==> src/hdl/hnfd_pkg.sv <==
`timescale 1ns / 1ps
// ----------------------------------------------------------------------------
// hnfd_pkg: shared types and constants of the half-node flux derivative unit
// Register codes, result kinds, queue item and coefficient constants.
// ----------------------------------------------------------------------------
package hnfd_pkg;

  localparam int LINE_MAX_DEFAULT   = 1024;
  localparam int QUEUE_DEPTH_DEFAULT = 4;

  localparam int SAMPLE_W   = 32;
  localparam int WINDOW_LEN = 6;
  localparam int POINT_W    = 10;
  localparam int CFG_INDEX_W = 3;
  localparam int CFG_DATA_W  = 32;
  localparam int SUM_W      = 60;
  localparam int OPA_W      = 38;
  localparam int DIFF_W     = 33;
  localparam int MAG_W      = 36;

  // register codes
  typedef enum logic [CFG_INDEX_W-1:0] {
    REG_GHOST_LAYERS        = 3'd0,
    REG_INTERIOR_POINTS     = 3'd1,
    REG_LINE_POINTS         = 3'd2,
    REG_INVERSE_SPACING     = 3'd3,
    REG_LOW_CLOSURE_ENABLE  = 3'd4,
    REG_HIGH_CLOSURE_ENABLE = 3'd5
  } reg_index_t;

  // register reset values
  localparam logic [3:0]  RST_GHOST_LAYERS    = 4'd3;
  localparam logic [9:0]  RST_INTERIOR_POINTS = 10'd64;
  localparam logic [10:0] RST_LINE_POINTS     = 11'd70;
  localparam logic [31:0] RST_INVERSE_SPACING = 32'd65536;

  // result kinds, in output order within one item
  typedef enum logic [2:0] {
    KIND_LOW1     = 3'd0,
    KIND_LOW2     = 3'd1,
    KIND_INTERIOR = 3'd2,
    KIND_HIGH3    = 3'd3,
    KIND_HIGH4    = 3'd4
  } kind_t;

  localparam int KIND_COUNT = 5;

  // coefficients, 24 fraction bits
  localparam logic signed [SUM_W-1:0] COEF_75_64  = 60'sd19660800;
  localparam logic signed [SUM_W-1:0] COEF_25_384 = 60'sd1092267;
  localparam logic signed [SUM_W-1:0] COEF_3_640  = 60'sd78643;
  localparam logic signed [SUM_W-1:0] COEF_1_24   = 60'sd699051;

  localparam logic [SAMPLE_W-1:0] SAT_POS = 32'h7FFF_FFFF;
  localparam logic [SAMPLE_W-1:0] SAT_NEG = 32'h8000_0000;

  typedef struct packed {
    logic [WINDOW_LEN-1:0][SAMPLE_W-1:0] win;
    logic [KIND_COUNT-1:0]               mask;
    logic [POINT_W-1:0]                  point;
    logic                                line_end;
  } job_t;

  typedef struct packed {
    logic [31:0]        inverse_spacing;
    logic [POINT_W-1:0] last_point;
  } cfg_t;

  typedef struct packed {
    logic [POINT_W-1:0] point;
    logic               last_of_item;
    logic               line_done;
  } tag_t;

endpackage

==> src/hdl/hnfd_queue.sv <==
`timescale 1ns / 1ps
// ----------------------------------------------------------------------------
// hnfd_queue: small synchronous queue
// Register-based queue between the classifying front and the arithmetic back.
// ----------------------------------------------------------------------------
module hnfd_queue #(
  parameter int WIDTH = 8,
  parameter int DEPTH = hnfd_pkg::QUEUE_DEPTH_DEFAULT
) (
  input  logic             clk,
  input  logic             rst,
  input  logic             wr_en,
  input  logic [WIDTH-1:0] wr_data,
  input  logic             rd_en,
  output logic [WIDTH-1:0] rd_data,
  output logic             full,
  output logic             valid
);

  localparam int PTR_W = (DEPTH > 1) ? $clog2(DEPTH) : 1;
  localparam int CNT_W = $clog2(DEPTH + 1);

  logic [WIDTH-1:0] mem [DEPTH];
  logic [PTR_W-1:0] wr_ptr;
  logic [PTR_W-1:0] rd_ptr;
  logic [CNT_W-1:0] count;

  logic do_wr;
  logic do_rd;

  assign full    = (count == CNT_W'(DEPTH));
  assign valid   = (count != '0);
  assign do_wr   = wr_en && !full;
  assign do_rd   = rd_en && valid;
  assign rd_data = mem[rd_ptr];

  always_ff @(posedge clk) begin
    if (rst) begin
      wr_ptr <= '0;
      rd_ptr <= '0;
      count  <= '0;
    end else begin
      if (do_wr) begin
        wr_ptr <= (wr_ptr == PTR_W'(DEPTH - 1)) ? '0 : wr_ptr + PTR_W'(1);
      end
      if (do_rd) begin
        rd_ptr <= (rd_ptr == PTR_W'(DEPTH - 1)) ? '0 : rd_ptr + PTR_W'(1);
      end
      if (do_wr && !do_rd) begin
        count <= count + CNT_W'(1);
      end else if (do_rd && !do_wr) begin
        count <= count - CNT_W'(1);
      end
    end
  end

  always_ff @(posedge clk) begin
    if (do_wr) begin
      mem[wr_ptr] <= wr_data;
    end
  end

endmodule

==> config.mk <==
export PLATFORM = sky130hd
export DESIGN_NAME = hnfd_queue
export DESIGN_NICKNAME = d
export VERILOG_FILES = /design/src/hdl/hnfd_pkg.sv /design/src/hdl/hnfd_queue.sv
export SDC_FILE = /design/constraint.sdc
export NUM_CORES = 1
export LEC_CHECK = 0
export ABC_AREA = 1
export BUFFER_PORTS_ARGS = -buffer_cell sky130_fd_sc_hd__buf_4
export CAP_MARGIN = 0
export CORE_AREA = 2 2 62 64
export CTS_CLUSTER_SIZE = 16
export DETAILED_ROUTE_END_ITERATION = 10
export DIE_AREA = 0 0 64 66
export PLACE_DENSITY = 0.71
export SLEW_MARGIN = 10
export SYNTH_ARGS = -nofsm -noshare
export SYNTH_HDL_FRONTEND = slang
export SYNTH_SLANG_ARGS = --single-unit
==> constraint.sdc <==
create_clock -name clk -period 1.85 [get_ports clk]
set_clock_uncertainty 0.1 [all_clocks]
set_input_delay 0.0925 -clock clk [delete_from_list [all_inputs] [get_ports clk]]
set_output_delay 0.0925 -clock clk [all_outputs]
set_load 0.02 [all_outputs]
==> results of run 1 <==
[cells by family after synthesis]
family	Yosys count	share of synthesized area
compound gates	27	0.09198
flops	41	0.6711
simple gates	51	0.1251
buf+inv	19	0.05077
xor+xnor	1	0.005152
fa+ha+maj	7	0.05592
[metrics by stage]
stage	instance area [sq um]	TNS (ns)	utilization	hold WS, ns
floorplan	1700	0	-	0.06488
global placement	1948	0	0.5486	0.1590
detailed placement	1948	-0.1007	0.5486	0.1678
CTS	2122	0	0.5976	0.3403
global route	2145	-0.01061	0.6039	0.3555
finish	2145	0	0.6039	0.3545
[routing by layer]
layer  GRT usage  vias up
met2      0.2969       29
met1      0.1968      571
met4     0.08967        0
met3     0.03237        6
li1            -      592
met5           0        -
[what timing repair did]
action | 4_1_cts | 5_1_grt
buffers inserted | 1 | 1
endpoints found under the setup margin | 2 | 7
endpoints found under the hold margin | 41 | 0
hold buffers | 11 | 0
pin swaps | 2 | 2
resized for setup | 4 | 8
[area by class of cell]
| class | instances | area (sq um) |
|---|---|---|
| clock inverters | 3 | 12.51 |
| fillers | 299 | 1406 |
| flip-flops and latches | 41 | 1147 |
| clock buffers | 5 | 37.54 |
| multi-input cells | 86 | 488.0 |
| inverters | 17 | 63.81 |
| well taps | 48 | 60.06 |
| repair buffers | 41 | 335.3 |
[power breakdown]
group	switching, mW	total [mW]	internal (mW)
sequential	0.106	1.26	1.15
clock	0.262	0.400	0.138
combinational	0.688	1.19	0.499
total	1.06	2.84	1.79
[synth_stat cells]
master	number
a21oi_1	2
buf_6	2
dfxtp_1	9
edfxtp_1	32
fa_1	1
ha_1	6
inv_1	16
inv_2	1
nand2_1	11
nand2_2	3
nand3_1	1
nand3b_1	2
nand4_1	1
nor2_1	32
nor2_2	1
o21ai_0	13
o21ai_1	1
o21ai_2	3
o22ai_1	8
xor2_1	1
[worst max-delay path: stages, from the launching register on]
cell	delay, ns
dfxtp_2	0.35
nor2_4	0.14
nand2_2	0.08
nand2_2	0.08
ha_2	0.19
inv_2	0.05
fa_2	0.35
inv_1	0.07
nand2_1	0.07
nand3_1	0.08
nand2_1	0.05
inv_1	0.04
nor2_1	0.03
[registers in the layout, summed over array words and instances (netlist names), named ones only]
signal,flops
count,3
mem,32
wr_ptr,2
rd_ptr,2
[worst paths after layout]
| check | end | slack [ns] | depth (start not counted) |
|---|---|---|---|
| worst max-delay path | count[2] | 0.06 | 12 |
| worst min-delay path | count[0] | 0.35 | 3 |
| worst max register to register | count[2] | 0.06 | 12 |
| worst min register to register | register | 0.45 | 2 |
==> results.cfg, run 1 <==
[synthesis]
synth_area_leaders = edfxtp_1 (57%), dfxtp_1 (11%), nor2_1 (7.1%)
yosysSeqAreaShare = 0.6711
ys.warnings.count = 0
synthDistinctLibCells = 20
syn-cell-area_sq_um = 1700
synth_largest_area_cell = edfxtp_1
synth_nets = 165
netlist.area_leader.share = 0.5651
ys_seq_elements = 41
avgSynthCellArea_sq_um = 11.65
syn_inst = 146

[clock_tree]
cts_tree = done
htreeDepth = 2
cts_buffers = 5
clockRootBuffer = clkbuf_4
clkLatencyLatePin_ns = 0.33
cts_num_sinks = 41
clkTransAtPathRegs_ns = 0.11
clockBufferDepth = 2

[sta]
slew_headroom = 0.7633
fmax_mhz = 559.0
final_max_slew_viol_count = 0
fin_crit_sh = 0.9670
setup_violations = 0
tightest_slew_ns = 0.3546
period_needed_ns = 1.789
setup_ws_ns = 0.06101
hold_viol_final = 0

[routing]
drt_iter0_drc = 39
final_antenna_net_count = 0
top_layer_used = met4
wl_met3_um = 139
drt_wl_total_um = 3263
wire_per_inst_um = 13.54
first_pass_iters = 4
vias_per_cell = 4.971
dr_wl_met2_um = 1755
dr_total_vias = 1198
met1Wirelength_um = 1316
route.detailed.drc = 0

[grt]
grt_max_degree = 17
grt_overflow = 0
grt_pass1_wl_um = 5326
antenna_found_initial = 0
grtUsageTotal = 0.1695
grt_pass1_vias = 1211

[hold_path]
hp-class = in -> reg
holdCritStartpoint = rst

[power_and_ir_drop]
power_mw = 2.842
p_leak_nw = 0.8676
irDropWorstVdd_v = 0.0007282
power.density_nw_per_um2 = 1325

[critical_path]
crit_path_start = count[0]
worstReg2RegStart = count[0]
worst-path-max-fanout = 3
cp.arrival_ns = 1.93
crit_type = reg -> reg
end_kind = register
cp-start-kind = register
critical_path_required_ns = 1.99

[placement]
routabilityCongestion = 0.7831
dp.cells = 220
port_buffers = 21
post-place-ws_ns = -0.05159
hpwl_um = 2120

[die]
dieArea_sq_um = 4224
die_x_um = 64
initial_core_util = 0.4789
rows = 22
fp.dieH_um = 66
core_sq_um = 3551
ios = 22

[cells_and_area]
final_nets = 211
drive_above_1_share = 0.2746
syn2layout_area_growth_pct = 26.12
fin_cells = 241
final_cell_mix = nor2_1 (32), edfxtp_1 (32), buf_4 (30)
diodes = 0

[status]
status = finished clean

[run]
max_cap_viol_count = 0
Power figures use the tool's default switching activity.
==> run 2: changes to the inputs <==
--- a/config.mk
+++ b/config.mk
@@ -8,12 +8,13 @@
 export ABC_AREA = 1
 export BUFFER_PORTS_ARGS = -buffer_cell sky130_fd_sc_hd__buf_4
 export CAP_MARGIN = 0
-export CORE_AREA = 2 2 62 64
+export CORE_AREA = 2 2 65 67
 export CTS_CLUSTER_SIZE = 16
 export DETAILED_ROUTE_END_ITERATION = 10
-export DIE_AREA = 0 0 64 66
-export PLACE_DENSITY = 0.71
+export DIE_AREA = 0 0 67 69
+export PLACE_DENSITY = 0.63
 export SLEW_MARGIN = 10
 export SYNTH_ARGS = -nofsm -noshare
 export SYNTH_HDL_FRONTEND = slang
 export SYNTH_SLANG_ARGS = --single-unit
+export TNS_END_PERCENT = 100
==> constraint.sdc (replaced) <==
create_clock -name clk -period 2 [get_ports clk]
set_clock_uncertainty 0.1 [all_clocks]
set_input_delay 0.1 -clock clk [delete_from_list [all_inputs] [get_ports clk]]
set_output_delay 0.1 -clock clk [all_outputs]
set_load 0.02 [all_outputs]
==> results.cfg, run 2 (synthesis results as in run 1) <==
[status]
status = finished clean

[routing]
first_pass_iters = 4
route.detailed.drc = 0
dr_total_vias = 1171
drt_wl_total_um = 3150
final_antenna_net_count = 0
vias_per_cell = 4.920
wire_per_inst_um = 13.24
drt_iter0_drc = 24

[sta]
period_needed_ns = 1.895
final_max_slew_viol_count = 0
hold_ws_ns = 0.02590
setup_violations = 0
fin_crit_sh = 0.9475
slew_headroom = 0.7653
setup_tns_ns = 0
hold_viol_final = 0
fmax_mhz = 527.7
rsz0062_at_grt = false
setup_ws_ns = 0.1049
tightest_slew_ns = 0.3516

[placement]
hpwl_um = 2086
dp.cells = 220
port_buffers = 21
routabilityCongestion = 0.7578
post-place-ws_ns = 0.06484

[die]
die_x_um = 67
dieArea_sq_um = 4623
core_sq_um = 3914
initial_core_util = 0.4345
fp.dieH_um = 69
ios = 22
rows = 23

[cells_and_area]
final_cell_mix = nor2_1 (32), edfxtp_1 (32), buf_4 (26)
top_regs = mem (32), count (3)
final_nets = 206
drive_above_1_share = 0.2340
syn2layout_area_growth_pct = 28.55
fin_cells = 238
largest_reg_flops = 32
final_core_util = 0.5585
top_register = mem
diodes = 0

[critical_path]
end_kind = register
crit_top_cell = inv_1
cp.arrival_ns = 1.97
slowest_delay_ns = 0.40
crit_cells = 9
rr_worst_depth = 9
cp-start-kind = register
crit_type = reg -> reg
worst-path-max-fanout = 7
cp_num_buf_inv = 2
path_cells = nor2_4 -> nand2_2 -> nand2_4 -> inv_1 -> ha_1 -> inv_1 -> fa_1 -> o21ai_0 -> nor2_1
critical_path_required_ns = 2.08
crit_slowest_cell = fa_1
cp_top_family = adder cells

[power_and_ir_drop]
power.density_nw_per_um2 = 1351
p_leak_nw = 0.8860
irDropWorstVdd_v = 0.0007007

[clock_tree]
cts_setup_buffers = 0
clkLatencyLatePin_ns = 0.28
htreeDepth = 2
clockBufferDepth = 2
cts_buffers = 5
cts_num_sinks = 41
clockRootBuffer = clkbuf_8
clkTransAtPathRegs_ns = 0.08
cts_tree = done

[grt]
grt_overflow = 0
grt_pass1_vias = 1206
grt_max_degree = 17
antenna_found_initial = 0
grtUsageTotal = 0.1502
grt_pass1_wl_um = 5140

[hold_path]
whs_path_depth = 4
hp-class = in -> reg

[run]
max_cap_viol_count = 0
## run 2: worst reg2reg max path: stages, from the launching register on
cell	delay (ns)
dfxtp_2	0.36
nor2_4	0.14
nand2_2	0.10
nand2_4	0.10
inv_1	0.05
ha_1	0.20
inv_1	0.08
fa_1	0.40
o21ai_0	0.19
nor2_1	0.06
## run 2: report_power, final
group	internal, mW	switching [mW]	total [mW]
clock	0.502	0.285	0.788
sequential	1.06	0.101	1.16
combinational	0.404	0.601	1.00
## run 2: final cells by class
class / instances / area [sq um]
Multi-Input combinational cell: 86 / 483.0
Fill cell: 339 / 1728
Sequential cell: 41 / 1144
Clock inverter: 3 / 68.82
Timing Repair Buffer: 36 / 295.3
Clock buffer: 5 / 68.82
Tap cell: 50 / 62.56
Inverter: 17 / 63.81
## run 2: final timing paths
path	start	end	slack (ns)
worst max-delay path	count[0]	count[1]	0.10
worst min-delay path	rd_en	register	0.03
worst min register to register	rd_ptr[1]	register	0.43
worst max register to register	count[0]	count[1]	0.10
## run 2: metal layers
metal	track usage	vias to the layer above	wire length, um	part of all wire
li1	-	577	-	-
met1	0.1620	565	1397	0.44
met2	0.2640	25	1632	0.52
met3	0.05220	4	104	0.033
met4	0.05442	0	17	0.0054
met5	0	-	0	0
## run 2: repair_timing
action	4_1_cts	5_1_grt
hold buffers	10	0
endpoints found under the hold margin	34	0
setup endpoints to repair	0	2
gates resized for setup	0	4
## run 2: per-stage QoR
stage	power [mW]	cell area, sq um
5_1_grt	3.129	2186
3_3_place_gp	2.110	1936
4_1_cts	2.965	2173
6_report	2.952	2186
3_5_place_dp	2.155	1936
2_1_floorplan	1.796	1700
==> run 3: changes to the inputs <==
--- a/config.mk
+++ b/config.mk
@@ -8,11 +8,12 @@
 export ABC_AREA = 1
 export BUFFER_PORTS_ARGS = -buffer_cell sky130_fd_sc_hd__buf_4
 export CAP_MARGIN = 0
-export CORE_AREA = 2 2 65 67
+export CORE_AREA = 2 2 69 71
+export CTS_CLUSTER_DIAMETER = 100
 export CTS_CLUSTER_SIZE = 16
 export DETAILED_ROUTE_END_ITERATION = 10
-export DIE_AREA = 0 0 67 69
-export PLACE_DENSITY = 0.63
+export DIE_AREA = 0 0 71 73
+export PLACE_DENSITY = 0.57
 export SLEW_MARGIN = 10
 export SYNTH_ARGS = -nofsm -noshare
 export SYNTH_HDL_FRONTEND = slang
==> results.cfg, run 3 (synthesis results as in run 1) <==
[critical_path]
crit_top_cell = inv_1
critical_path_required_ns = 2.09
crit_slowest_cell = dfxtp_1
r2r_slack_ns = 0.11
worst-path-max-fanout = 4
cp.arrival_ns = 1.98
worstReg2RegStart = count[1]
slowest_delay_ns = 0.40
rr_worst_depth = 13
path_cells = nor2_2 -> nand2_2 -> nand2_2 -> inv_1 -> ha_1 -> inv_1 -> fa_1 -> inv_1 -> nand2_1 -> nand3_1 -> nand2_1 -> inv_1 -> nor2_1
end_kind = register
cp_top_family = adder cells
cp_num_buf_inv = 4
cp-start-kind = register
r2r_end = count[2]
crit_type = reg -> reg

[hold_path]
holdCritStartpoint = rd_en
whs_endpoint = rd_ptr[1]
hp-class = in -> reg
whs_path_depth = 4

[sta]
fmax_mhz = 530.4
rsz0062_at_grt = false
slew_headroom = 0.7649
tightest_slew_ns = 0.3521
setup_tns_ns = 0
hold_viol_final = 0
final_max_slew_viol_count = 0
setup_violations = 0
period_needed_ns = 1.885
hold_ws_ns = 0.03198
setup_ws_ns = 0.1145
fin_crit_sh = 0.9427

[grt]
grt_overflow = 0
grt_max_degree = 17
grt_pass1_vias = 1154
grtUsageTotal = 0.1319
grt_pass1_wl_um = 5119
antenna_found_initial = 0

[routing]
wire_per_inst_um = 13.28
drt_iter0_drc = 29
first_pass_iters = 4
vias_per_cell = 4.679
drt_wl_total_um = 3226
final_antenna_net_count = 0
dr_total_vias = 1137
route.detailed.drc = 0

[clock_tree]
clockBufferDepth = 2
clkLatencyLatePin_ns = 0.28
htreeDepth = 2
cts_setup_buffers = 0
clockRootBuffer = clkbuf_8
cts_num_sinks = 41
cts_tree = done
clkTransAtPathRegs_ns = 0.07
cts_buffers = 5

[placement]
routabilityCongestion = 0.7087
placed_area_sq_um = 1948
post-place-ws_ns = 0.1075
port_buffers = 21
dp.cells = 225
hpwl_um = 2202

[power_and_ir_drop]
pwr-share-seq = 0.418
clockPowerShare = 0.217
power.density_nw_per_um2 = 1279
switching_share = 0.3524
p_int_mw = 1.785
power_switching_uw = 971.2
irDropWorstVdd_v = 0.0005881
p_leak_nw = 0.8722
power_mw = 2.756
pwr-share-comb = 0.365

[cells_and_area]
top_regs = mem (32), count (3)
seqCellArea_sq_um = 1142
fin_cells = 243
largest_reg_flops = 32
final_cell_mix = nor2_1 (32), edfxtp_1 (32), buf_4 (27)
final_core_util = 0.4750
multiInputGateArea_sq_um = 475.5
final_nets = 207
syn2layout_area_growth_pct = 26.71
nFillCells = 408
top_register = mem
design_area_sq_um = 2155
diodes = 0
drive_above_1_share = 0.2328

[die]
rows = 25
fp.dieH_um = 73
initial_core_util = 0.3749
die_x_um = 71
ios = 22
core_sq_um = 4536
dieArea_sq_um = 5183

[status]
status = finished clean

[run]
max_cap_viol_count = 0
[run 3: layout make-up]
type | count | area share
tap | 54 | 0.03136
clock inverter | 1 | 0.002323
clock buffer | 7 | 0.04530
multi-input combinational | 86 | 0.2207
inverter | 17 | 0.02962
sequential | 41 | 0.5302
timing repair buffer | 37 | 0.1405
[run 3: routing by layer]
metal / vias to the layer above / share of wire / track usage
met1: 542 / 0.44 / 0.1475
li1: 577 / - / -
met2: 16 / 0.52 / 0.2388
met4: 0 / 0.0059 / 0.04403
met3: 2 / 0.029 / 0.04144
met5: - / 0 / 0
[run 3: worst max-delay path by stage]
stage	to	depth (start not counted)	slack (ns)	startpoint
after floorplan	count[2]	12	0.22	count[1]
after global routing	count[2]	12	0.0008	count[1]
after CTS	count[1]	9	0.09	count[1]
after global placement	count[1]	9	0.18	count[1]
after detailed placement	count[1]	9	0.11	count[1]
final	count[2]	13	0.11	count[1]
[run 3: power groups by stage]
| stage | combinational, mW | sequential [mW] | clock [mW] |
|---|---|---|---|
| floorplan | 0.651 | 1.14 | 0 |
| finish | 1.00 | 1.15 | 0.599 |
| global route | 1.11 | 1.17 | 0.644 |
| CTS | 1.01 | 1.15 | 0.613 |
| detailed placement | 0.987 | 1.17 | 0 |
| global placement | 0.958 | 1.16 | 0 |
[run 3: what timing repair did]
action                                  4_1_cts  5_1_grt
endpoints found under the hold margin        34        0
endpoints found under the setup margin        0        2
hold buffers                                 10        0
resized for setup                             0        3
[run 3: worst min-delay path: cells and delay by family]
kind | cells | cell delay [ns]
simple gates | 3 | 0.18
buf+inv | 1 | 0.10
