$ cat src/hdl/hnfd_pkg.sv
`timescale 1ns / 1ps
// ----------------------------------------------------------------------------
// hnfd_pkg: shared types and constants of the half-node flux derivative unit
// Register codes, result kinds, queue item and coefficient constants.
// ----------------------------------------------------------------------------
package hnfd_pkg;

  localparam int LINE_MAX_DEFAULT   = 1024;
  localparam int QUEUE_DEPTH_DEFAULT = 4;

  localparam int SAMPLE_W   = 32;
  localparam int WINDOW_LEN = 6;
  localparam int POINT_W    = 10;
  localparam int CFG_INDEX_W = 3;
  localparam int CFG_DATA_W  = 32;
  localparam int SUM_W      = 60;
  localparam int OPA_W      = 38;
  localparam int DIFF_W     = 33;
  localparam int MAG_W      = 36;

  // register codes
  typedef enum logic [CFG_INDEX_W-1:0] {
    REG_GHOST_LAYERS        = 3'd0,
    REG_INTERIOR_POINTS     = 3'd1,
    REG_LINE_POINTS         = 3'd2,
    REG_INVERSE_SPACING     = 3'd3,
    REG_LOW_CLOSURE_ENABLE  = 3'd4,
    REG_HIGH_CLOSURE_ENABLE = 3'd5
  } reg_index_t;

  // register reset values
  localparam logic [3:0]  RST_GHOST_LAYERS    = 4'd3;
  localparam logic [9:0]  RST_INTERIOR_POINTS = 10'd64;
  localparam logic [10:0] RST_LINE_POINTS     = 11'd70;
  localparam logic [31:0] RST_INVERSE_SPACING = 32'd65536;

  // result kinds, in output order within one item
  typedef enum logic [2:0] {
    KIND_LOW1     = 3'd0,
    KIND_LOW2     = 3'd1,
    KIND_INTERIOR = 3'd2,
    KIND_HIGH3    = 3'd3,
    KIND_HIGH4    = 3'd4
  } kind_t;

  localparam int KIND_COUNT = 5;

  // coefficients, 24 fraction bits
  localparam logic signed [SUM_W-1:0] COEF_75_64  = 60'sd19660800;
  localparam logic signed [SUM_W-1:0] COEF_25_384 = 60'sd1092267;
  localparam logic signed [SUM_W-1:0] COEF_3_640  = 60'sd78643;
  localparam logic signed [SUM_W-1:0] COEF_1_24   = 60'sd699051;

  localparam logic [SAMPLE_W-1:0] SAT_POS = 32'h7FFF_FFFF;
  localparam logic [SAMPLE_W-1:0] SAT_NEG = 32'h8000_0000;

  typedef struct packed {
    logic [WINDOW_LEN-1:0][SAMPLE_W-1:0] win;
    logic [KIND_COUNT-1:0]               mask;
    logic [POINT_W-1:0]                  point;
    logic                                line_end;
  } job_t;

  typedef struct packed {
    logic [31:0]        inverse_spacing;
    logic [POINT_W-1:0] last_point;
  } cfg_t;

  typedef struct packed {
    logic [POINT_W-1:0] point;
    logic               last_of_item;
    logic               line_done;
  } tag_t;

endpackage

$ cat src/hdl/hnfd_front.sv
`timescale 1ns / 1ps
// ----------------------------------------------------------------------------
// hnfd_front: sample intake and result planning
// Holds the registers, the six-sample window and the line position, and
// queues one item per sample that produces results.
// ----------------------------------------------------------------------------
module hnfd_front #(
  parameter int LINE_MAX = hnfd_pkg::LINE_MAX_DEFAULT
) (
  input  logic                                clk,
  input  logic                                rst,
  input  logic                                push,
  input  logic [hnfd_pkg::SAMPLE_W-1:0]       flux_sample,
  input  logic                                q_full,
  input  logic                                cfg_valid,
  input  logic [hnfd_pkg::CFG_INDEX_W-1:0]    cfg_index,
  input  logic [hnfd_pkg::CFG_DATA_W-1:0]     cfg_data,
  output logic                                job_push,
  output hnfd_pkg::job_t                      job,
  output hnfd_pkg::cfg_t                      cfg
);

  localparam int POS_W = $clog2(LINE_MAX);
  localparam int LEN_W = $clog2(LINE_MAX + 1);
  localparam int CMP_W = (LEN_W > 11) ? LEN_W : 11;

  logic [3:0]  ghost_layers;
  logic [9:0]  interior_points;
  logic [10:0] line_points;
  logic [31:0] inverse_spacing;
  logic        low_closure_enable;
  logic        high_closure_enable;

  logic [hnfd_pkg::WINDOW_LEN-1:0][hnfd_pkg::SAMPLE_W-1:0] window;
  logic [POS_W-1:0] position;

  logic [hnfd_pkg::WINDOW_LEN-1:0][hnfd_pkg::SAMPLE_W-1:0] win_shift;
  logic [CMP_W-1:0] lp_c;
  logic [CMP_W-1:0] len_c;
  logic [CMP_W-1:0] last_c;
  logic [CMP_W-1:0] s_c;
  logic [CMP_W-1:0] g_c;
  logic [CMP_W-1:0] ip_c;
  logic [CMP_W-1:0] pt_c;
  logic             in_line;
  logic             at_three;
  logic             at_four;
  logic             line_end_here;
  logic             future;
  logic             accept;
  logic [hnfd_pkg::KIND_COUNT-1:0] mask;

  always_comb begin
    lp_c = CMP_W'(line_points);
    if (lp_c < CMP_W'(8)) begin
      len_c = CMP_W'(8);
    end else if (lp_c > CMP_W'(LINE_MAX)) begin
      len_c = CMP_W'(LINE_MAX);
    end else begin
      len_c = lp_c;
    end
    last_c = len_c - CMP_W'(2);
    s_c    = CMP_W'(position);
    g_c    = CMP_W'(ghost_layers);
    ip_c   = CMP_W'(interior_points);
    pt_c   = s_c - CMP_W'(2);

    in_line       = (s_c <= last_c);
    at_three      = (s_c == CMP_W'(3));
    at_four       = (s_c == CMP_W'(4));
    line_end_here = (s_c >= last_c);

    mask = '0;
    mask[hnfd_pkg::KIND_LOW1] = low_closure_enable && at_four && in_line;
    mask[hnfd_pkg::KIND_LOW2] = low_closure_enable && at_three && in_line;
    mask[hnfd_pkg::KIND_INTERIOR] = in_line && (s_c >= g_c + CMP_W'(2))
                                  && (s_c < g_c + ip_c + CMP_W'(2))
                                  && !(low_closure_enable && (at_three || at_four));
    mask[hnfd_pkg::KIND_HIGH3] = high_closure_enable && (s_c == last_c);
    mask[hnfd_pkg::KIND_HIGH4] = high_closure_enable && (s_c == last_c);

    // any result still to come later on this line
    future = (high_closure_enable && (s_c < last_c))
          || (low_closure_enable && (s_c < CMP_W'(4)))
          || ((ip_c != '0) && (g_c + CMP_W'(2) <= last_c) && (s_c < last_c)
              && (s_c <= g_c + ip_c));
  end

  assign win_shift = {window[hnfd_pkg::WINDOW_LEN-2:0], flux_sample};
  assign accept    = push && !q_full;
  assign job_push  = accept && (mask != '0);

  assign job.win      = win_shift;
  assign job.mask     = mask;
  assign job.point    = pt_c[hnfd_pkg::POINT_W-1:0];
  assign job.line_end = !future;

  assign cfg.inverse_spacing = inverse_spacing;
  assign cfg.last_point      = last_c[hnfd_pkg::POINT_W-1:0];

  always_ff @(posedge clk) begin
    if (rst) begin
      ghost_layers        <= hnfd_pkg::RST_GHOST_LAYERS;
      interior_points     <= hnfd_pkg::RST_INTERIOR_POINTS;
      line_points         <= hnfd_pkg::RST_LINE_POINTS;
      inverse_spacing     <= hnfd_pkg::RST_INVERSE_SPACING;
      low_closure_enable  <= 1'b0;
      high_closure_enable <= 1'b0;
      window              <= '0;
      position            <= '0;
    end else begin
      if (cfg_valid) begin
        case (hnfd_pkg::reg_index_t'(cfg_index))
          hnfd_pkg::REG_GHOST_LAYERS:        ghost_layers        <= cfg_data[3:0];
          hnfd_pkg::REG_INTERIOR_POINTS:     interior_points     <= cfg_data[9:0];
          hnfd_pkg::REG_LINE_POINTS:         line_points         <= cfg_data[10:0];
          hnfd_pkg::REG_INVERSE_SPACING:     inverse_spacing     <= cfg_data;
          hnfd_pkg::REG_LOW_CLOSURE_ENABLE:  low_closure_enable  <= cfg_data[0];
          hnfd_pkg::REG_HIGH_CLOSURE_ENABLE: high_closure_enable <= cfg_data[0];
          default: ;
        endcase
      end
      if (accept) begin
        if (line_end_here) begin
          window   <= '0;
          position <= '0;
        end else begin
          window   <= win_shift;
          position <= position + POS_W'(1);
        end
      end
    end
  end

endmodule

$ cat config.mk
export PLATFORM = sky130hd
export DESIGN_NAME = hnfd_front
export DESIGN_NICKNAME = d
export VERILOG_FILES = /design/src/hdl/hnfd_pkg.sv /design/src/hdl/hnfd_front.sv
export SDC_FILE = /design/constraint.sdc
export NUM_CORES = 1
export LEC_CHECK = 0
export BUFFER_PORTS_ARGS = -buffer_cell sky130_fd_sc_hd__buf_2
export CORE_ASPECT_RATIO = 1.25
export CORE_UTILIZATION = 40
export DETAILED_ROUTE_END_ITERATION = 8
export GPL_ROUTABILITY_DRIVEN = 0
export GPL_TIMING_DRIVEN = 0
export PLACE_DENSITY = 0.76
export SLEW_MARGIN = 20
export SYNTH_ARGS = -nofsm -noshare
export SYNTH_HDL_FRONTEND = slang
export SYNTH_SLANG_ARGS = --single-unit
$ cat constraint.sdc
create_clock -name clk -period 3.6 [get_ports clk]
set_input_delay 0.54 -clock clk [delete_from_list [all_inputs] [get_ports clk]]
set_output_delay 0.54 -clock clk [all_outputs]
set_load 0.005 [all_outputs]
==> impl_results.html <==
<table>
<tr><th>Metric</th><th>Value</th></tr>
<tr><th colspan="2">Status</th></tr>
<tr><td>Run status</td><td>finished, violations left</td></tr>
<tr><td>Violated checks</td><td>setup timing</td></tr>
<tr><th colspan="2">Global routing</th></tr>
<tr><td>Wire length of the first global-routing pass</td><td>49.96 mm</td></tr>
<tr><td>Number of global-route vias before repair</td><td>9435</td></tr>
<tr><td>Number of antenna violations at the first check in global routing</td><td>0</td></tr>
<tr><td>Largest net degree at the start of global routing</td><td>15</td></tr>
<tr><td>Leftover overflow at the end of global routing</td><td>0</td></tr>
<tr><td>Total global routing track utilization</td><td>0.2548</td></tr>
<tr><th colspan="2">Clock tree</th></tr>
<tr><td>Hold bufs inserted after CTS</td><td>0</td></tr>
<tr><td>Num CTS Buffers</td><td>24</td></tr>
<tr><td>Clock Root Buffer</td><td>sky130_fd_sc_hd__clkbuf_16</td></tr>
<tr><td>Clock transition time at the flip-flop clock pins of the worst setup and hold paths</td><td>approximately 0.070 ns</td></tr>
<tr><td>Longest Clk Path Bufs</td><td>3</td></tr>
<tr><td>Number of sinks driven by the clock tree</td><td>229</td></tr>
<tr><td>TritonCTS clock tree</td><td>yes</td></tr>
<tr><td>Worst-skew pair later-pin latency</td><td>about 0.53 ns</td></tr>
<tr><td>Count of H-tree levels built during CTS</td><td>1</td></tr>
<tr><th colspan="2">Critical path</th></tr>
<tr><td>FF-to-FF path depth</td><td>20</td></tr>
<tr><td>Crit path cell chain</td><td>ha_4 &gt; fa_2 &gt; buf_6 &gt; nor4b_2 &gt; nor4b_4 &gt; o2111a_2 &gt; xor2_1 &gt; ha_1 &gt; nand3_1 &gt; o211ai_1 &gt; nor3b_2 &gt; o31a_1 &gt; a2bb2oi_4 &gt; a211oi_2 &gt; buf_2</td></tr>
<tr><td>WP buf/inv</td><td>2</td></tr>
<tr><td>Critical Path Source</td><td>interior_points[0]$_SDFFE_PP0P_</td></tr>
<tr><td>R2r startpoint</td><td>line_points[5]$_SDFFE_PP0P_</td></tr>
<tr><td>Maximum fanout count along the critical path</td><td>3</td></tr>
<tr><td>Required time of the worst setup path</td><td>a little over 3 ns</td></tr>
<tr><td>Category of the critical setup timing path</td><td>reg2out</td></tr>
<tr><td>Arrival time at the worst endpoint</td><td>approximately 4 ns</td></tr>
<tr><td>Register-to-register path setup slack</td><td>-0.41 ns</td></tr>
<tr><td>Type of destination of the critical path</td><td>output port</td></tr>
<tr><td>Max incr delay on CP</td><td>approximately 0.38 ns</td></tr>
<tr><td>Critical path's top delay family</td><td>compound AO/OA/AOI/OAI gates</td></tr>
<tr><td>Element type at the critical path start</td><td>flop</td></tr>
<tr><td>Slowest cell on crit path</td><td>sky130_fd_sc_hd__fa_2</td></tr>
<tr><td>Capture instance of the worst register-to-register path</td><td>job[105]$_SDFFE_PP0P_</td></tr>
<tr><th colspan="2">STA</th></tr>
<tr><td>Clock Skews</td><td>about 0.026 ns</td></tr>
<tr><td>Total count of hold-check failures in the final report</td><td>0</td></tr>
<tr><td>Part of the cycle the worst path needs</td><td>1.269</td></tr>
<tr><td>Minimum clock period</td><td>around 4.6 ns</td></tr>
<tr><td>Unrepaired setup endpoints after global routing</td><td>yes</td></tr>
<tr><td>Setup_tns</td><td>-45.73 ns</td></tr>
<tr><td>Post-route worst setup slack</td><td>-0.9672 ns</td></tr>
<tr><td>Finish-stage setup viols</td><td>between 150 and 200</td></tr>
<tr><td>Pin slew with the least headroom to its limit</td><td>just under 1 ns</td></tr>
<tr><td>Tightest slew margin relative to the limit</td><td>0.3337</td></tr>
<tr><td>Highest achievable clock rate</td><td>around 220 MHz</td></tr>
<tr><td>Final Max Slew Viols</td><td>0</td></tr>
<tr><th colspan="2">Logic synthesis</th></tr>
<tr><td>Number of flip-flops and latches in the synthesized netlist</td><td>around 230</td></tr>
<tr><td>Commonest register cell after synthesis</td><td>sky130_fd_sc_hd__dfxtp_1</td></tr>
<tr><td>Yosys warnings</td><td>0</td></tr>
<tr><td>Seq/Total Area, Yosys</td><td>0.4623</td></tr>
<tr><td>Post-Synthesis Mean Instance Area</td><td>8.600 sq um</td></tr>
<tr><td>Area of the mapped netlist</td><td>between 9000 and 10000 sq um</td></tr>
<tr><td>Distinct cell type count after synthesis</td><td>50</td></tr>
<tr><td>Net count after synthesis</td><td>1276</td></tr>
<tr><td>Number of cells produced by synthesis</td><td>1153</td></tr>
<tr><td>Number of enable flip-flop cells after synthesis</td><td>0</td></tr>
<tr><td>Asr flop ratio synth</td><td>0</td></tr>
<tr><th colspan="2">Power and ir drop</th></tr>
<tr><td>Total leakage power</td><td>6.278 nW</td></tr>
<tr><td>Pint</td><td>4.319 mW</td></tr>
<tr><td>Proportion of total power due to net switching</td><td>0.2579</td></tr>
<tr><td>Power consumption</td><td>5.819 mW</td></tr>
<tr><td>Pwr dens</td><td>393.7 nW/um^2</td></tr>
<tr><td>Gate power share</td><td>0.119</td></tr>
<tr><td>Maximum vdd ir drop</td><td>about 380 uV</td></tr>
<tr><td>Clock power frac</td><td>0.431</td></tr>
<tr><td>Part of the power in registers</td><td>0.451</td></tr>
<tr><td>Switching Power</td><td>between 1.5 and 2 mW</td></tr>
<tr><th colspan="2">Drt</th></tr>
<tr><td>Routed via count</td><td>about 10k</td></tr>
<tr><td>Via density</td><td>5.443</td></tr>
<tr><td>Number of iterations in the first detailed-routing pass</td><td>5</td></tr>
<tr><td>WL final</td><td>about 38 mm</td></tr>
<tr><td>Wire length per cell after detailed routing</td><td>19.80 um</td></tr>
<tr><td>DRC violations left</td><td>0</td></tr>
<tr><td>Drt first-iter violations</td><td>between 500 and 600</td></tr>
<tr><td>Antenna-violating nets left</td><td>0</td></tr>
<tr><th colspan="2">Final layout</th></tr>
<tr><td>ANT cells</td><td>0</td></tr>
<tr><td>Fill cell count</td><td>~2.0k</td></tr>
<tr><td>Area used by sequential logic in the layout</td><td>around 4600 sq um</td></tr>
<tr><td>Layout Area Growth over Synthesis</td><td>49.07%</td></tr>
<tr><td>Area taken by multi-input logic gates</td><td>slightly below 6000 sq um</td></tr>
<tr><td>Fraction of final layout cells sized beyond drive strength 1</td><td>0.4268</td></tr>
<tr><td>Number of nets in the layout</td><td>about 1.7k</td></tr>
<tr><th colspan="2">Die</th></tr>
<tr><td>Starting utilization of the core area</td><td>0.4060</td></tr>
<tr><td>Height of the die</td><td>around 180 um</td></tr>
<tr><td>Die boundary width</td><td>142.8 um</td></tr>
<tr><td>Number of placed I/O pins</td><td>323</td></tr>
<tr><td>Die Outline Area</td><td>25430 sq um</td></tr>
<tr><td>Floorplan row count</td><td>64</td></tr>
<tr><td>Core box area</td><td>24420 sq um</td></tr>
<tr><th colspan="2">Hold path</th></tr>
<tr><td>Worst hold path stage count</td><td>3</td></tr>
<tr><td>Path category of the worst min-delay check</td><td>in2reg</td></tr>
<tr><td>Terminating pin of the worst hold path</td><td>inverse_spacing[16]$_SDFFE_PP1P_</td></tr>
<tr><td>Hold_sp</td><td>cfg_data[16]</td></tr>
<tr><th colspan="2">Flow run</th></tr>
<tr><td># Max-Cap Violations</td><td>0</td></tr>
<tr><th colspan="2">Place</th></tr>
<tr><td>IO Port Bufs</td><td>320</td></tr>
<tr><td>Detailed Place HPWL</td><td>between 20 and 30 mm</td></tr>
</table>
==> sequential cells by signal (all words and copies together) (netlist names) <==
name and cells:
position 10, job 160, ghost_layers 4, low_closure_enable 1, interior_points 10, inverse_spacing 32, high_closure_enable 1, line_points 11
==> logic make-up after synthesis <==
kind of cell	count (synthesis)	synth area share
AOI/OAI and AO/OA	274	0.1917
xor gates and xnor gates	32	0.02827
adders and majority gates	51	0.06511
buffers and inverters	146	0.06940
DFF	229	0.4623
muxes	4	0.004038
and+or+nand+nor	417	0.1792
==> worst max path at each step <==
stage / end / slack, ns / cells past startpoint
floorplan: job_push / -0.01 / 14
global placement: job[75]$_SDFFE_PP0P_ / -0.85 / 17
detailed placement: job[132]$_SDFFE_PP0P_ / -0.87 / 17
CTS: job_push / -0.91 / 16
global route: job_push / -1.08 / 16
finish: job_push / -0.97 / 15
==> synthesized netlist by cell type (all sizes together), types with 2 or more instances <==
| master | number | area (sq um) |
|---|---|---|
| nand2 | 129 | 484.2 |
| nor3 | 15 | 75.07 |
| o31ai | 3 | 22.52 |
| nor4b | 2 | 17.52 |
| nand3 | 19 | 95.09 |
| nor4 | 6 | 52.55 |
| clkbuf | 71 | 266.5 |
| or4 | 2 | 15.01 |
| a211oi | 3 | 22.52 |
| a211o | 3 | 26.28 |
| mux2i | 4 | 40.04 |
| dfxtp | 229 | 4584 |
| xor2 | 11 | 96.34 |
| and2 | 2 | 12.51 |
| a31oi | 7 | 43.79 |
| o21ai | 10 | 50.05 |
| o21bai | 2 | 15.01 |
| nand3b | 7 | 52.55 |
| o31a | 2 | 17.52 |
| o311ai | 2 | 17.52 |
| a21o | 7 | 52.55 |
| a2111oi | 4 | 41.29 |
| buf | 45 | 309.0 |
| nor3b | 2 | 15.01 |
| xnor2 | 21 | 183.9 |
| nor2 | 203 | 762.0 |
| a22oi | 161 | 1209 |
| nand4 | 8 | 50.05 |
| or2 | 2 | 12.51 |
| nor2b | 8 | 50.05 |
| ha | 50 | 625.6 |
| o2111a | 2 | 22.52 |
| inv | 30 | 112.6 |
| a21oi | 62 | 310.3 |
| and3 | 8 | 50.05 |
==> layout by cell type, fill, tap and decap left out, types with 4 or more instances in the layout <==
cell                        Yosys  layout
sky130_fd_sc_hd__a31oi_1        7       4
sky130_fd_sc_hd__inv_1         30      28
sky130_fd_sc_hd__clkbuf_16      0      40
sky130_fd_sc_hd__o21ai_0       10       6
sky130_fd_sc_hd__ha_1          50      45
sky130_fd_sc_hd__nand3b_1       7       7
sky130_fd_sc_hd__buf_6          0      10
sky130_fd_sc_hd__nand3_1       19      18
sky130_fd_sc_hd__ha_4           0       4
sky130_fd_sc_hd__clkbuf_1      71      64
sky130_fd_sc_hd__xnor2_1       21      19
sky130_fd_sc_hd__nand2_1      129     127
sky130_fd_sc_hd__a21oi_1       62      60
sky130_fd_sc_hd__dfxtp_2        0       5
sky130_fd_sc_hd__buf_2         10     318
sky130_fd_sc_hd__nor3_1        15       9
sky130_fd_sc_hd__mux2i_1        4       4
sky130_fd_sc_hd__nor2b_1        8       8
sky130_fd_sc_hd__a22oi_1      161      16
sky130_fd_sc_hd__clkbuf_8       0       6
sky130_fd_sc_hd__nand4_1        8       8
sky130_fd_sc_hd__dfxtp_1      229     221
sky130_fd_sc_hd__buf_8          0      19
sky130_fd_sc_hd__xor2_1        11       8
sky130_fd_sc_hd__buf_4         34      58
sky130_fd_sc_hd__nor2_1       203     197
sky130_fd_sc_hd__and3_1         8       5
sky130_fd_sc_hd__a21o_1         7       7
sky130_fd_sc_hd__nor4_1         5       5
sky130_fd_sc_hd__a22oi_2        0     145
==> power by group through the flow <==
stage	Combinational, mW	Sequential (mW)	Clock, mW
2_1_floorplan	0.282	2.66	0
4_1_cts	0.568	2.61	2.51
5_1_grt	0.742	2.63	2.62
3_5_place_dp	0.488	2.67	0
6_report	0.690	2.62	2.51
3_3_place_gp	0.477	2.67	0
==> repair_timing <==
item,in CTS,in global routing
pin swaps,40,145
gates resized for setup,119,184
endpoints found under the hold margin,0,0
cloned,6,14
setup endpoints to repair,177,177
buffers inserted,25,13
==> worst min-delay path: stages <==
cell                       delay, ns
sky130_fd_sc_hd__buf_2          0.07
sky130_fd_sc_hd__nand2_1        0.04
sky130_fd_sc_hd__nand3b_1       0.07
==> stage by stage <==
stage	util	area [sq um]	std cells	worst slack (ns)	hold WS (ns)
finish	0.6052	14780	1895	-0.9672	0.2150
global placement	0.4913	12000	1803	-0.8515	0.4392
global route	0.6052	14780	1895	-1.084	0.2130
detailed placement	0.4913	12000	1803	-0.8689	0.4470
CTS	0.5566	13590	1874	-0.9120	0.1987
floorplan	-	9985	1153	-0.01345	0.4317
==> area by class of cell <==
type                    instances  share of cell area
inverters                      30            0.007618
clock inverters                 9            0.006772
well taps                     330             0.02793
flip-flops and latches        229              0.3113
clock buffers                  32             0.04672
repair buffers                373              0.1566
multi-input cells             779              0.3898
plain buffers                 113             0.05324
==> layer usage <==
metal	global-route usage	wire length, um	vias up	part of all wire
met4	0.1335	2558	0	0.068
met1	0.2524	12450	4925	0.33
met3	0.07007	3006	152	0.080
met2	0.4786	19510	451	0.52
li1	-	-	4786	-
met5	0.006073	0	-	0
(Power assumes the default switching activity.)
